===== config.mk =====
export PLATFORM = sky130hd
export DESIGN_NAME = mmc_ctrl
export DESIGN_NICKNAME = d
export VERILOG_FILES = /design/src/design/mmc_pkg.sv /design/src/design/mmc_ctrl.sv
export SDC_FILE = /design/constraint.sdc
export NUM_CORES = 1
export LEC_CHECK = 0
export ABC_AREA = 1
export BUFFER_PORTS_ARGS = -buffer_cell sky130_fd_sc_hd__clkbuf_2
export CORE_MARGIN = 2
export CORE_UTILIZATION = 40
export DETAILED_ROUTE_END_ITERATION = 8
export PLACE_DENSITY = 0.83
export SETUP_SLACK_MARGIN = 0.02
export SLEW_MARGIN = 20
export SYNTH_ARGS = -nofsm -noshare
export SYNTH_HDL_FRONTEND = slang
export SYNTH_SLANG_ARGS = --single-unit
export TNS_END_PERCENT = 5

===== constraint.sdc =====
create_clock -name clk_i -period 1.34 [get_ports clk_i]
set_input_delay 0.268 -clock clk_i [delete_from_list [all_inputs] [get_ports clk_i]]
set_output_delay 0.268 -clock clk_i [all_outputs]
set_load 0.03 [all_outputs]

===== src/design/mmc_pkg.sv =====
// Shared types and constants of the minimum mean cycle solver.
`timescale 1ns / 1ps
`default_nettype none
package mmc_pkg;

  localparam int unsigned MAX_NODES_DEF   = 64;
  localparam int unsigned MAX_EDGES_DEF   = 1024;
  localparam int unsigned WEIGHT_BITS_DEF = 16;

  localparam int unsigned ID_W      = 7;
  localparam int unsigned WIN_W     = 16;
  localparam int unsigned NUM_W     = 23;
  localparam int unsigned DEN_OUT_W = 7;

  typedef enum logic [4:0] {
    S_IDLE, S_INIT, S_CLR, S_E_RD, S_E_SRC, S_E_DST, S_E_UPD,
    S_F_TOP, S_F_TOPW, S_F_RD, S_F_TERM, S_F_BEST,
    S_G_LOAD, S_G_DIV, S_G_WAIT, S_Q_NUM, S_Q_NUMW, S_Q_DEN, S_Q_DENW, S_OUT
  } state_e;

  // distance table address select
  typedef enum logic [2:0] {
    DA_KV, DA_K1V, DA_KU, DA_K1T, DA_N1V
  } dsel_e;

  // distance table write mode
  typedef enum logic [1:0] {
    DW_NONE, DW_ZERO, DW_INV, DW_RELAX
  } dwe_e;

  // divider operand select
  typedef enum logic [1:0] {
    DS_GCD, DS_NUM, DS_DEN
  } dsrc_e;

  typedef struct packed {
    logic  load;
    dsel_e dsel;
    dwe_e  dwe;
    logic  v_rst;
    logic  v_inc;
    logic  k_rst;
    logic  k_inc;
    logic  i_rst;
    logic  i_inc;
    logic  total_clr;
    logic  e_latch;
    logic  c_latch;
    logic  t_latch;
    logic  top_rst;
    logic  top_upd;
    logic  best_rst;
    logic  best_upd;
    logic  g_load;
    logic  g_step;
    logic  div_start;
    dsrc_e dsrc;
    logic  num_latch;
    logic  den_latch;
  } cmd_t;

  typedef struct packed {
    logic edge_ok;
    logic d_ok;
    logic v_last;
    logic k_last;
    logic i_end;
    logic n_zero;
    logic found;
    logic div_done;
    logic rem_zero;
  } sts_t;

endpackage
`default_nettype wire


===== src/design/mmc_ctrl.sv =====
// Controller state machine of the minimum mean cycle solver.
`timescale 1ns / 1ps
`default_nettype none
module mmc_ctrl (
  input  wire logic          clk_i,
  input  wire logic          rst_ni,
  input  wire logic          start_i,
  input  wire logic          opcode_i,
  input  wire mmc_pkg::sts_t sts_i,
  output mmc_pkg::cmd_t      cmd_o,
  output logic               busy_o,
  output logic               res_valid_o
);
  import mmc_pkg::*;

  state_e state_q, state_d;

  always_ff @(posedge clk_i or negedge rst_ni) begin
    if (!rst_ni) begin
      state_q <= S_IDLE;
    end else begin
      state_q <= state_d;
    end
  end

  always_comb begin
    state_d = state_q;
    unique case (state_q)
      S_IDLE: begin
        if (start_i && opcode_i) state_d = sts_i.n_zero ? S_OUT : S_INIT;
      end
      S_INIT:   state_d = sts_i.v_last ? S_CLR : S_INIT;
      S_CLR:    state_d = sts_i.v_last ? S_E_RD : S_CLR;
      S_E_RD: begin
        if (!sts_i.i_end) state_d = S_E_SRC;
        else if (sts_i.k_last) state_d = S_F_TOP;
        else state_d = S_CLR;
      end
      S_E_SRC:  state_d = sts_i.edge_ok ? S_E_DST : S_E_RD;
      S_E_DST:  state_d = S_E_UPD;
      S_E_UPD:  state_d = S_E_RD;
      S_F_TOP:  state_d = S_F_TOPW;
      S_F_TOPW: begin
        if (sts_i.d_ok) state_d = S_F_RD;
        else if (sts_i.v_last) state_d = S_G_LOAD;
        else state_d = S_F_TOP;
      end
      S_F_RD:   state_d = S_F_TERM;
      S_F_TERM: state_d = sts_i.k_last ? S_F_BEST : S_F_RD;
      S_F_BEST: state_d = sts_i.v_last ? S_G_LOAD : S_F_TOP;
      S_G_LOAD: state_d = sts_i.found ? S_G_DIV : S_OUT;
      S_G_DIV:  state_d = S_G_WAIT;
      S_G_WAIT: begin
        if (sts_i.div_done) state_d = sts_i.rem_zero ? S_Q_NUM : S_G_DIV;
      end
      S_Q_NUM:  state_d = S_Q_NUMW;
      S_Q_NUMW: if (sts_i.div_done) state_d = S_Q_DEN;
      S_Q_DEN:  state_d = S_Q_DENW;
      S_Q_DENW: if (sts_i.div_done) state_d = S_OUT;
      S_OUT:    state_d = S_IDLE;
      default:  state_d = S_IDLE;
    endcase
  end

  always_comb begin
    cmd_o       = '0;
    busy_o      = (state_q != S_IDLE);
    res_valid_o = (state_q == S_OUT);
    unique case (state_q)
      S_IDLE: begin
        if (start_i && !opcode_i) cmd_o.load = 1'b1;
        if (start_i && opcode_i) begin
          cmd_o.best_rst = 1'b1;
          cmd_o.v_rst    = 1'b1;
          cmd_o.k_rst    = 1'b1;
        end
      end
      S_INIT: begin
        cmd_o.dsel = DA_KV;
        cmd_o.dwe  = DW_ZERO;
        if (sts_i.v_last) cmd_o.v_rst = 1'b1;
        else cmd_o.v_inc = 1'b1;
      end
      S_CLR: begin
        cmd_o.dsel = DA_K1V;
        cmd_o.dwe  = DW_INV;
        if (sts_i.v_last) begin
          cmd_o.v_rst = 1'b1;
          cmd_o.i_rst = 1'b1;
        end else begin
          cmd_o.v_inc = 1'b1;
        end
      end
      S_E_RD: begin
        if (sts_i.i_end && !sts_i.k_last) cmd_o.k_inc = 1'b1;
      end
      S_E_SRC: begin
        cmd_o.e_latch = 1'b1;
        cmd_o.dsel    = DA_KU;
        if (!sts_i.edge_ok) cmd_o.i_inc = 1'b1;
      end
      S_E_DST: begin
        cmd_o.c_latch = 1'b1;
        cmd_o.dsel    = DA_K1T;
      end
      S_E_UPD: begin
        cmd_o.dsel  = DA_K1T;
        cmd_o.dwe   = DW_RELAX;
        cmd_o.i_inc = 1'b1;
      end
      S_F_TOP: cmd_o.dsel = DA_N1V;
      S_F_TOPW: begin
        cmd_o.t_latch = 1'b1;
        cmd_o.top_rst = 1'b1;
        cmd_o.k_rst   = 1'b1;
        if (!sts_i.d_ok && !sts_i.v_last) cmd_o.v_inc = 1'b1;
      end
      S_F_RD: cmd_o.dsel = DA_KV;
      S_F_TERM: begin
        cmd_o.top_upd = 1'b1;
        if (!sts_i.k_last) cmd_o.k_inc = 1'b1;
      end
      S_F_BEST: begin
        cmd_o.best_upd = 1'b1;
        if (!sts_i.v_last) cmd_o.v_inc = 1'b1;
      end
      S_G_LOAD: if (sts_i.found) cmd_o.g_load = 1'b1;
      S_G_DIV: begin
        cmd_o.div_start = 1'b1;
        cmd_o.dsrc      = DS_GCD;
      end
      S_G_WAIT: if (sts_i.div_done) cmd_o.g_step = 1'b1;
      S_Q_NUM: begin
        cmd_o.div_start = 1'b1;
        cmd_o.dsrc      = DS_NUM;
      end
      S_Q_NUMW: if (sts_i.div_done) cmd_o.num_latch = 1'b1;
      S_Q_DEN: begin
        cmd_o.div_start = 1'b1;
        cmd_o.dsrc      = DS_DEN;
      end
      S_Q_DENW: if (sts_i.div_done) cmd_o.den_latch = 1'b1;
      S_OUT: cmd_o.total_clr = 1'b1;
      default: cmd_o = '0;
    endcase
  end
endmodule
`default_nettype wire


==> impl_metrics.csv, run 1 <==
group,metric,value,unit
cts,clockBufferDepth,2,
logic_synthesis,ys_ff_latch,5,
floorplanning,io_pins,42,
logic_synthesis,synth-async-reset-ratio,1.00,
floorplanning,die_width,47.9,um
logic_synthesis,netlist_area,772,um^2
cts,postCtsResizedCells,83,
logic_synthesis,netlist_instances,150,
logic_synthesis,synth-edff-count,0,
logic_synthesis,ys_types,22,
cts,post_cts_buffers,2,
cts,clock-sinks,5,
placed_design,port-buffer-count,41,
cts,cts_root_buffer,"clkbuf_4",
floorplanning,die_y,47.9,um
placed_design,hpwl,2.75,mm
cts,hold_buffers,1,
logic_synthesis,synth.avg_cell_area,5.15,um^2
logic_synthesis,yosysTopAreaCell,"nand2_1",
placed_design,place.gp.congestion,0.932,
status,status,"stopped before the end",
logic_synthesis,syn_nets,163,
logic_synthesis,synth_top_area_frac,0.175,
cts,cts_buffers,3,
logic_synthesis,ys_seq_area_frac,0.162,
placed_design,place_inst,252,
logic_synthesis,ys_top_cells_by_area,"nand2_1 (18%), dfrtp_1 (16%), nor2_1 (16%)",
status,error_line,"[ERROR DPL-0033] detailed placement checks failed during check placement.",
cts,htree_num_levels,1,
floorplanning,placementRows,15,
logic_synthesis,ys_warn_count,0,
floorplanning,start_util,0.438,
status,haltStage,"clock tree synthesis (4_1_cts)",
logic_synthesis,ys.flop_type,"dfrtp_1",
[synth_stat cells, types with 2 or more instances]
| cell | n |
|---|---|
| a21oi_1 | 7 |
| a31oi_1 | 2 |
| buf_2 | 2 |
| buf_4 | 2 |
| dfrtp_1 | 5 |
| inv_1 | 16 |
| inv_2 | 13 |
| nand2_1 | 36 |
| nand3_1 | 9 |
| nand4_1 | 6 |
| nor2_1 | 32 |
| nor2_2 | 4 |
| nor3_1 | 3 |
| o211ai_1 | 2 |
| o21ai_0 | 3 |
| o21ai_1 | 2 |
[per-stage QoR]
stage	setup slack (ns)	instance area [um^2]
after floorplan	-0.307	868
after global placement	-0.310	1380
after detailed placement	-0.404	1380
[cell families after synthesis]
| logic type | after synthesis | share of synthesized area |
|---|---|---|
| AND/OR/NAND/NOR | 93 | 0.525 |
| buffers and inverters | 34 | 0.178 |
| AO/OA/AOI/OAI | 18 | 0.135 |
| flip-flops | 5 | 0.162 |
==> run 2, diff against run 1 <==
--- a/config.mk
+++ b/config.mk
@@ -7,11 +7,10 @@
 export LEC_CHECK = 0
 export ABC_AREA = 1
 export BUFFER_PORTS_ARGS = -buffer_cell sky130_fd_sc_hd__clkbuf_2
-export CORE_MARGIN = 2
-export CORE_UTILIZATION = 40
+export CORE_AREA = 2 2 63 65
 export DETAILED_ROUTE_END_ITERATION = 8
-export PLACE_DENSITY = 0.83
-export SETUP_SLACK_MARGIN = 0.02
+export DIE_AREA = 0 0 65 67
+export PLACE_DENSITY_LB_ADDON = 0.15
 export SLEW_MARGIN = 20
 export SYNTH_ARGS = -nofsm -noshare
 export SYNTH_HDL_FRONTEND = slang
==> constraint.sdc (replaced) <==
create_clock -name clk_i -period 1.75 [get_ports clk_i]
set_input_delay 0.35 -clock clk_i [delete_from_list [all_inputs] [get_ports clk_i]]
set_output_delay 0.35 -clock clk_i [all_outputs]
set_load 0.03 [all_outputs]
==> impl_metrics.csv, run 2 <==
group,metric,value,unit
status,violations,"setup timing",
cts,cts_root_buffer,"clkbuf_8",
logic_synthesis,yosysTopAreaCell,"nand2_1",
worst_hold_path,hp-start,"sts_i[8]",
logic_synthesis,ys.flop_type,"dfrtp_1",
final_layout,areaGrowthSynthToFinish,82.3,%
timing,rsz0062_at_grt,"true",
logic_synthesis,ys_ff_latch,5,
worst_setup_path,cp.arrival,1.48,ns
final_layout,nNetsFinal,224,
timing,fin_crit,1.83,ns
grt,overflow,0,
final_layout,layout_commonest_cell,"nand2_1",
worst_setup_path,path_cells,"nor2_4 -> inv_2 -> nor2_4 -> inv_2 -> nor2_4 -> inv_2 -> o21ai_2 -> clkbuf_8",
placed_design,port-buffer-count,41,
logic_synthesis,ys_seq_area_frac,0.162,
worst_setup_path,crit_slowest_cell,"dfrtp_2",
worst_setup_path,r2r_slack,0.12,ns
timing,post-route-period-util,1.05,
job,drv_cap,0,
cts,htree_num_levels,1,
drt,wl_per_cell,12.3,um
worst_setup_path,crit_required,1.40,ns
floorplanning,die_width,65,um
grt,antenna_found_initial,0,
worst_setup_path,crit_type,"flip-flop to output port",
grt,grt_max_degree,9,
final_layout,largest_reg_flops,5,
cts,clockBufferDepth,2,
timing,setup-violations-final,14,
worst_setup_path,cp_num_buf_inv,4,
worst_setup_path,crit_family,"flip-flops",
grt,grt_use_total,0.146,
logic_synthesis,syn_nets,163,
timing,timing.hold.ws,0.408,ns
drt,routed_via_density,4.41,
worst_setup_path,cp.depth,8,
final_layout,finalInstanceArea,0.00141,mm^2
placed_design,dpl_cell_area,0.00116,mm^2
drt,drc,0,
timing,setup_slack,-0.0839,ns
timing,relSlewSlack,0.805,
logic_synthesis,synth_top_area_frac,0.175,
logic_synthesis,synth.most_common_cell,"nand2_1",
final_layout,mostFrequentLayoutCells,"nand2_1 (27), buf_4 (25), nor2_1 (24)",
floorplanning,placementRows,22,
timing,fin_skew,0.00171,ns
placed_design,place.gp.congestion,0.772,
logic_synthesis,ys_warn_count,0,
worst_setup_path,crit_path_start_kind,"flip-flop",
placed_design,hpwl,2.58,mm
logic_synthesis,ys_types,22,
worst_hold_path,hp-class,"input port to flip-flop",
worst_setup_path,regToRegStartpoint,"state_q[4]$_DFFE_PN0P_",
timing,hold_violations,0,
drt,vias,1139,
logic_synthesis,synth.avg_cell_area,5.15,um^2
placed_design,dp_worst_setup_slack,0.0283,ns
worst_hold_path,min_path_cells,3,
worst_setup_path,worstReg2RegEnd,"state_q[4]$_DFFE_PN0P_",
final_layout,reg_top3,"state_q (5)",
timing,finalMaxSlewViolations,0,
timing,worst_pin_slew,0.292,ns
logic_synthesis,synth_common_cells,"nand2_1 (36), nor2_1 (32), inv_1 (16)",
drt,ant_nets,0,
cts,cts_buffers,3,
final_layout,drive_gt1_frac,0.519,
drt,wl,3.17,mm
cts,clock-sinks,5,
worst_setup_path,ff2ff_path_depth,8,
final_layout,diodes,0,
logic_synthesis,synth-edff-count,0,
final_layout,regMostFlops,"state_q",
logic_synthesis,netlist_instances,150,
final_layout,fill_cells,394,
cts,clk_latency,0.23,ns
drt,drtIter0Drc,35,
floorplanning,start_util,0.214,
worst_setup_path,cp_max_fo,6,
floorplanning,core_area,0.00361,mm^2
worst_hold_path,min_to,"state_q[2]$_DFFE_PN0P_",
grt,grt_pass1_wl,4.89,mm
worst_setup_path,critical-path-max-stage-delay,0.47,ns
worst_setup_path,end_kind,"output port",
grt,grt_pass1_vias,1034,
drt,dr.pass1.iters,4,
power,p_leak,0.780,nW
status,status,"finished, violations left",
floorplanning,io_pins,42,
logic_synthesis,ys_top_cells_by_area,"nand2_1 (18%), dfrtp_1 (16%), nor2_1 (16%)",
floorplanning,die_y,67,um
logic_synthesis,synth-async-reset-ratio,1.00,
floorplanning,die_area,0.00436,mm^2
cts,tritoncts,"yes",
timing,fmax,545,MHz
power,peakVddDrop,0.514,mV
cts,cts.reportedPaths.clkPinSlew,0.04,ns
power,power_density,1740,mW/mm^2
logic_synthesis,netlist_area,772,um^2
[run 2: power breakdown]
part	internal [mW]	leakage, nW	total [mW]	switching [mW]
clock	0.157	0.0228	0.225	0.0681
sequential	0.177	0.0609	0.269	0.0926
combinational	0.713	0.696	1.96	1.25
[run 2: logic make-up (layout without fill, tap and decap cells)]
logic type	after synthesis	count (layout)	share of synthesized area
compound gates	18	18	0.135
buf+inv	34	94	0.178
flops	5	5	0.162
simple gates	93	93	0.525
[run 2: repair_timing]
item                                    in CTS  in global routing
hold buffers                                 1                  0
endpoints found under the hold margin        5                  0
endpoints found under the setup margin      26                 28
pin swaps                                    4                  5
gates resized for setup                     37                 40
setup buffers                                1                  2
[run 2: routing by layer]
layer	GRT usage	part of all wire	routed length (um)
met1	0.191	0.45	1420
met2	0.254	0.50	1570
met3	0.0203	0.046	147
met4	0.0319	0.0082	26
met5	0	0	0
[run 2: worst max path at each step]
stage / start / to / slack, ns
floorplan: state_q[2]$_DFFE_PN0P_ / cmd_o[19] / -0.08
global placement: state_q[0]$_DFFE_PN0P_ / cmd_o[20] / -0.01
detailed placement: state_q[2]$_DFFE_PN0P_ / cmd_o[1] / 0.03
CTS: state_q[1]$_DFFE_PN0P_ / cmd_o[19] / -0.09
global route: state_q[1]$_DFFE_PN0P_ / cmd_o[20] / -0.16
finish: state_q[1]$_DFFE_PN0P_ / cmd_o[20] / -0.08
[run 2: worst min-delay path: cells and delay by family]
| family | cells | cell delay (ns) |
|---|---|---|
| AO/OA/AOI/OAI | 1 | 0.08 |
| AND/OR/NAND/NOR | 1 | 0.07 |
| buffers and inverters | 1 | 0.10 |
[run 2: cell type report]
| cell class | instances | area [um^2] | area share |
|---|---|---|---|
| Tap cell | 48 | 60.1 | 0.0427 |
| Multi-Input combinational cell | 111 | 622 | 0.442 |
| Inverter | 30 | 114 | 0.0809 |
| Sequential cell | 5 | 129 | 0.0916 |
| Clock buffer | 4 | 45.0 | 0.0320 |
| Timing Repair Buffer | 60 | 438 | 0.311 |
[run 2: per-stage QoR]
step | total power, mW | util | TNS (ns) | cells
global route | 2.63 | 0.390 | -1.91 | 258
global placement | 1.91 | 0.322 | -0.0308 | 250
CTS | 2.31 | 0.368 | -0.842 | 256
floorplan | 1.36 | - | -0.421 | 150
finish | 2.46 | 0.390 | -0.745 | 258
detailed placement | 1.88 | 0.322 | 0 | 250
(Power assumes the default switching activity.)
==> run 3, diff against run 2 <==
==> constraint.sdc (replaced) <==
create_clock -name clk_i -period 2.4 [get_ports clk_i]
set_input_delay 0.48 -clock clk_i [delete_from_list [all_inputs] [get_ports clk_i]]
set_output_delay 0.48 -clock clk_i [all_outputs]
set_load 0.03 [all_outputs]
==> impl_metrics.csv, run 3 (synthesis gave the netlist of run 2 again) <==
group,metric,value,unit
status,status,"finished, final reports clean",
worst_setup_path,r2r_slack,0.74,ns
cts,tritoncts,"yes",
drt,drc,0,
worst_setup_path,crit_required,1.92,ns
floorplanning,core_area,0.00361,mm^2
floorplanning,die_y,67,um
placed_design,hpwl,2.53,mm
final_layout,layout_commonest_cell,"clkbuf_2",
drt,routed_via_density,4.45,
worst_setup_path,cp.arrival,1.73,ns
timing,hold_violations,0,
power,power_density,1310,mW/mm^2
final_layout,mostFrequentLayoutCells,"clkbuf_2 (41), nand2_1 (36), nor2_1 (31)",
final_layout,regMostFlops,"state_q",
drt,wl_per_cell,12.6,um
power,power,1.40,mW
cts,hold_buffers,0,
timing,relSlewSlack,0.785,
final_layout,reg_top3,"state_q (5)",
floorplanning,die_area,0.00436,mm^2
final_layout,nNetsFinal,205,
worst_setup_path,end_kind,"output port",
timing,fmax,453,MHz
cts,cts.reportedPaths.clkPinSlew,0.04,ns
cts,clockBufferDepth,2,
timing,fin_skew,0.00148,ns
floorplanning,start_util,0.214,
cts,htree_num_levels,1,
cts,clk_latency,0.23,ns
grt,overflow,0,
cts,clock-sinks,5,
drt,wl,3.00,mm
worst_setup_path,crit_path_start_kind,"flip-flop",
placed_design,place.gp.congestion,0.792,
timing,setup-violations-final,0,
worst_setup_path,crit_type,"flip-flop to output port",
worst_setup_path,regToRegStartpoint,"state_q[4]$_DFFE_PN0P_",
final_layout,fill_cells,443,
drt,dr.pass1.iters,4,
power,peakVddDrop,0.457,mV
cts,cts_root_buffer,"clkbuf_8",
grt,grt_pass1_wl,4.94,mm
final_layout,drive_gt1_frac,0.346,
timing,worst_pin_slew,0.322,ns
worst_setup_path,worstReg2RegEnd,"state_q[4]$_DFFE_PN0P_",
job,drv_cap,0,
timing,finalMaxSlewViolations,0,
worst_setup_path,cp_max_fo,6,
floorplanning,die_width,65,um
grt,grt_pass1_vias,1036,
grt,grt_use_total,0.150,
drt,ant_nets,0,
timing,finalSetupTns,0,ns
cts,cts_buffers,3,
final_layout,largest_reg_flops,5,
final_layout,diodes,0,
grt,grt_max_degree,12,
grt,antenna_found_initial,0,
drt,vias,1064,
worst_hold_path,hp-class,"input port to async pin",
drt,drtIter0Drc,45,
timing,fin_crit,2.21,ns
floorplanning,io_pins,42,
final_layout,areaGrowthSynthToFinish,37.9,%
timing,post-route-period-util,0.921,
placed_design,port-buffer-count,41,
power,p_leak,0.651,nW
worst_setup_path,ff2ff_path_depth,8,
timing,rsz0062_at_grt,"false",
floorplanning,placementRows,22,
worst_setup_path,crit_path_start,"state_q[1]$_DFFE_PN0P_",
worst_setup_path,critPathCapture,"cmd_o[19]",
run 3: cell count changes in the layout (fill, tap and decap cells not counted), sizes merged:
cell         delta
buf            -28
clkbuf         +10
dlygate4sd3     -1
run 3: worst min-delay path by stage:
| stage | to | cells after the start | start |
|---|---|---|---|
| finish | state_q[0]$_DFFE_PN0P_ | 1 | rst_ni |
| global route | state_q[1]$_DFFE_PN0P_ | 1 | rst_ni |
| CTS | state_q[0]$_DFFE_PN0P_ | 1 | rst_ni |
| detailed placement | state_q[0]$_DFFE_PN0P_ | 1 | rst_ni |
| global placement | state_q[0]$_DFFE_PN0P_ | 1 | rst_ni |
| floorplan | state_q[0]$_DFFE_PN0P_ | 0 | rst_ni |
run 3: layout make-up:
cell class                      instances  area [um^2]  area share
Inverter                               30          113       0.106
Multi-Input combinational cell        111          517       0.485
Clock buffer                            4         45.0      0.0423
Timing Repair Buffer                   41          205       0.193
Sequential cell                         5          125       0.118
Tap cell                               48         60.1      0.0564
run 3: worst max-delay path, stage by stage (launching register included):
cell and delay [ns]:
dfrtp_1 0.48, nand2_1 0.24, nor2_1 0.32, inv_2 0.07
a31oi_1 0.17, clkbuf_2 0.23
run 3: where the power goes:
| group | total, mW | internal (mW) | switching (mW) | leakage, nW |
|---|---|---|---|---|
| combinational | 1.03 | 0.280 | 0.753 | 0.564 |
| sequential | 0.202 | 0.124 | 0.0780 | 0.0646 |
| clock | 0.161 | 0.114 | 0.0461 | 0.0228 |
| total | 1.40 | 0.518 | 0.877 | 0.651 |
run 3: repair_timing:
item	in CTS	in global routing
setup buffers	0	0
endpoints found under the hold margin	0	0
resized for setup	0	2
setup endpoints to repair	0	1
run 3: through the flow:
step	instances	area, um^2	hold slack, ns	worst slack (ns)	util
2_1_floorplan	150	772	0.184	0.0289	-
3_3_place_gp	235	1010	0.316	0.433	0.281
3_5_place_dp	235	1010	0.317	0.390	0.281
4_1_cts	239	1060	0.0794	0.151	0.293
5_1_grt	239	1060	0.0784	0.0441	0.295
6_report	239	1060	0.0742	0.191	0.295
run 3: layer usage:
metal  up-vias  global-route usage  routed length, um
met2        26               0.254               1440
li1        552                   -                  -
met4         0              0.0505                 38
met1       481               0.192               1380
met3         5              0.0236                146
met5         -                   0                  0
==> run 4, diff against run 3 <==
--- a/config.mk
+++ b/config.mk
@@ -5,7 +5,6 @@
 export SDC_FILE = /design/constraint.sdc
 export NUM_CORES = 1
 export LEC_CHECK = 0
-export ABC_AREA = 1
 export BUFFER_PORTS_ARGS = -buffer_cell sky130_fd_sc_hd__clkbuf_2
 export CORE_AREA = 2 2 63 65
 export DETAILED_ROUTE_END_ITERATION = 8
==> impl_metrics.csv, run 4 <==
group,metric,value,unit
status,status,"finished, final reports clean",
worst_setup_path,r2r_slack,0.40,ns
grt,grt_max_degree,23,
grt,grt_use_total,0.153,
final_layout,drive_gt1_frac,0.353,
floorplanning,io_pins,42,
worst_setup_path,cp.arrival,1.84,ns
logic_synthesis,synth_top_area_frac,0.131,
drt,drtIter0Drc,79,
cts,clockBufferDepth,2,
drt,ant_nets,0,
cts,tritoncts,"yes",
logic_synthesis,ys_ff_latch,5,
worst_setup_path,crit_path_start_kind,"flip-flop",
drt,wl_per_cell,14.4,um
logic_synthesis,synth.avg_cell_area,6.61,um^2
logic_synthesis,ys_seq_area_frac,0.131,
worst_setup_path,ff2ff_path_depth,7,
cts,cts_buffers,3,
drt,met1_length,1.61,mm
grt,overflow,0,
power,power_density,1340,mW/mm^2
timing,worst_pin_slew,0.505,ns
power,p_int,721,uW
final_layout,regMostFlops,"state_q",
floorplanning,die_width,65,um
timing,post-route-period-util,0.967,
final_layout,reg_top3,"state_q (5)",
drt,routed_via_density,5.15,
cts,clock-sinks,5,
placed_design,hpwl,2.53,mm
power,switching_share,0.573,
grt,antenna_found_initial,0,
final_layout,diodes,0,
logic_synthesis,yosysTopAreaCell,"dfrtp_1",
final_layout,mostFrequentLayoutCells,"clkbuf_2 (40), nor2_1 (24), buf_4 (13)",
power,combPwrFrac,0.797,
timing,fmax,431,MHz
timing,fin_crit,2.32,ns
floorplanning,placementRows,22,
drt,wl_met2,1.53,mm
placed_design,place_inst,228,
floorplanning,start_util,0.266,
power,p_clk_frac,0.093,
logic_synthesis,ys_warn_count,0,
timing,relSlewSlack,0.663,
worst_setup_path,crit_required,1.92,ns
cts,cts_root_buffer,"clkbuf_8",
timing,setup-violations-final,0,
logic_synthesis,synth-edff-count,0,
cts,htree_num_levels,1,
floorplanning,core_area,0.00361,mm^2
placed_design,port-buffer-count,41,
drt,met3_length,195,um
timing,finalMaxSlewViolations,0,
cts,post_cts_buffers,0,
final_layout,largest_reg_flops,5,
drt,vias,1195,
cts,cts.reportedPaths.clkPinSlew,0.04,ns
drt,wl,3.33,mm
drt,dr.pass1.iters,6,
cts,clk_latency,0.22,ns
timing,timing.hold.ws,0.0659,ns
logic_synthesis,netlist_instances,145,
timing,rsz0062_at_grt,"false",
floorplanning,die_area,0.00436,mm^2
power,p_seq_frac,0.110,
timing,fin_skew,0.00225,ns
timing,hold_violations,0,
grt,grt_pass1_vias,1138,
logic_synthesis,netlist_area,958,um^2
final_layout,stdcell_count,232,
placed_design,place.gp.congestion,0.882,
logic_synthesis,ys_top_cells_by_area,"dfrtp_1 (13%), nor2_1 (9.4%), a21oi_1 (6.3%)",
worst_hold_path,hp-class,"input port to async pin",
logic_synthesis,synth.most_common_cell,"nor2_1",
worst_setup_path,cp_max_fo,20,
job,drv_cap,0,
logic_synthesis,ys.flop_type,"dfrtp_1",
cts,hold_buffers,0,
power,switchingPower,966,uW
power,p_leak,0.570,nW
final_layout,nNetsFinal,198,
power,peakVddDrop,0.481,mV
worst_setup_path,end_kind,"output port",
drt,drc,0,
logic_synthesis,synth_common_cells,"nor2_1 (24), a21oi_1 (12), nand2_1 (10), nor3_1 (10)",
final_layout,layout_commonest_cell,"clkbuf_2",
final_layout,areaGrowthSynthToFinish,31.3,%
floorplanning,die_y,67,um
worst_setup_path,crit_type,"flip-flop to output port",
logic_synthesis,ys_types,47,
grt,grt_pass1_wl,5.34,mm
logic_synthesis,synth-async-reset-ratio,1.00,
drt,dr.max_layer_used,"met3",
logic_synthesis,syn_nets,158,
==> run 4: cell count changes after synthesis, moves of 8 or more <==
cell / change
inv_2: -13
inv_1: -14
nand2_1: -26
nor2_1: -8
==> run 4: stage by stage <==
stage	setup TNS, ns	area (um^2)	util	power [mW]	setup slack, ns
6_report	0	1260	0.349	1.69	0.0790
5_1_grt	0	1260	0.349	1.82	0.000675
4_1_cts	0	1250	0.348	1.68	0.0133
3_5_place_dp	0	1210	0.336	1.51	0.263
3_3_place_gp	0	1210	0.336	1.54	0.286
2_1_floorplan	-0.0587	963	-	1.18	-0.0373
==> run 4: path summary, 6_finish.rpt <==
kind                                        start                endpoint
setup reg to reg           state_q[2]$_DFFE_PN0P_  state_q[0]$_DFFE_PN0P_
hold reg to reg            state_q[4]$_DFFE_PN0P_  state_q[3]$_DFFE_PN0P_
min in group clk_i         state_q[4]$_DFFE_PN0P_  state_q[3]$_DFFE_PN0P_
hold / removal                             rst_ni  state_q[1]$_DFFE_PN0P_
setup / recovery           state_q[2]$_DFFE_PN0P_               cmd_o[19]
max in group asynchronous                  rst_ni  state_q[4]$_DFFE_PN0P_
==> run 4: critical path: stages, from the launching register on <==
cell,delay [ns]
dfrtp_1,0.37
buf_4,0.21
or2_1,0.32
o311a_1,0.30
nor3_1,0.18
buf_2,0.23
==> run 4: layout make-up <==
| class | instances | area, um^2 |
|---|---|---|
| Clock buffer | 4 | 45.0 |
| Fill cell | 405 | 2350 |
| Inverter | 2 | 7.51 |
| Multi-Input combinational cell | 119 | 717 |
| Sequential cell | 5 | 126 |
| Tap cell | 48 | 60.1 |
| Timing Repair Buffer | 54 | 303 |
==> run 4: layer usage <==
| layer | track usage | up-vias |
|---|---|---|
| met4 | 0.0346 | 0 |
| met2 | 0.242 | 46 |
| met1 | 0.224 | 558 |
| li1 | - | 591 |
| met3 | 0.0101 | 0 |
| met5 | 0 | - |
==> run 4: logic make-up (layout without fill, tap and decap cells) <==
| group | after synthesis | in the layout | synth area share |
|---|---|---|---|
| simple gates | 77 | 77 | 0.431 |
| compound gates | 41 | 41 | 0.299 |
| buf+inv | 21 | 60 | 0.129 |
| flops | 5 | 5 | 0.131 |
| mux | 1 | 1 | 0.0104 |
==> run 4: repair_timing <==
action,CTS,global route
hold endpoints to repair,0,0
endpoints found under the setup margin,0,3
gates resized for setup,0,3
==> run 4: power by group through the flow <==
| stage | Clock [mW] | Combinational [mW] | Sequential, mW |
|---|---|---|---|
| floorplan | 0 | 1.04 | 0.139 |
| global placement | 0 | 1.35 | 0.187 |
| detailed placement | 0 | 1.33 | 0.186 |
| CTS | 0.160 | 1.33 | 0.187 |
| global route | 0.167 | 1.46 | 0.195 |
| finish | 0.158 | 1.34 | 0.185 |
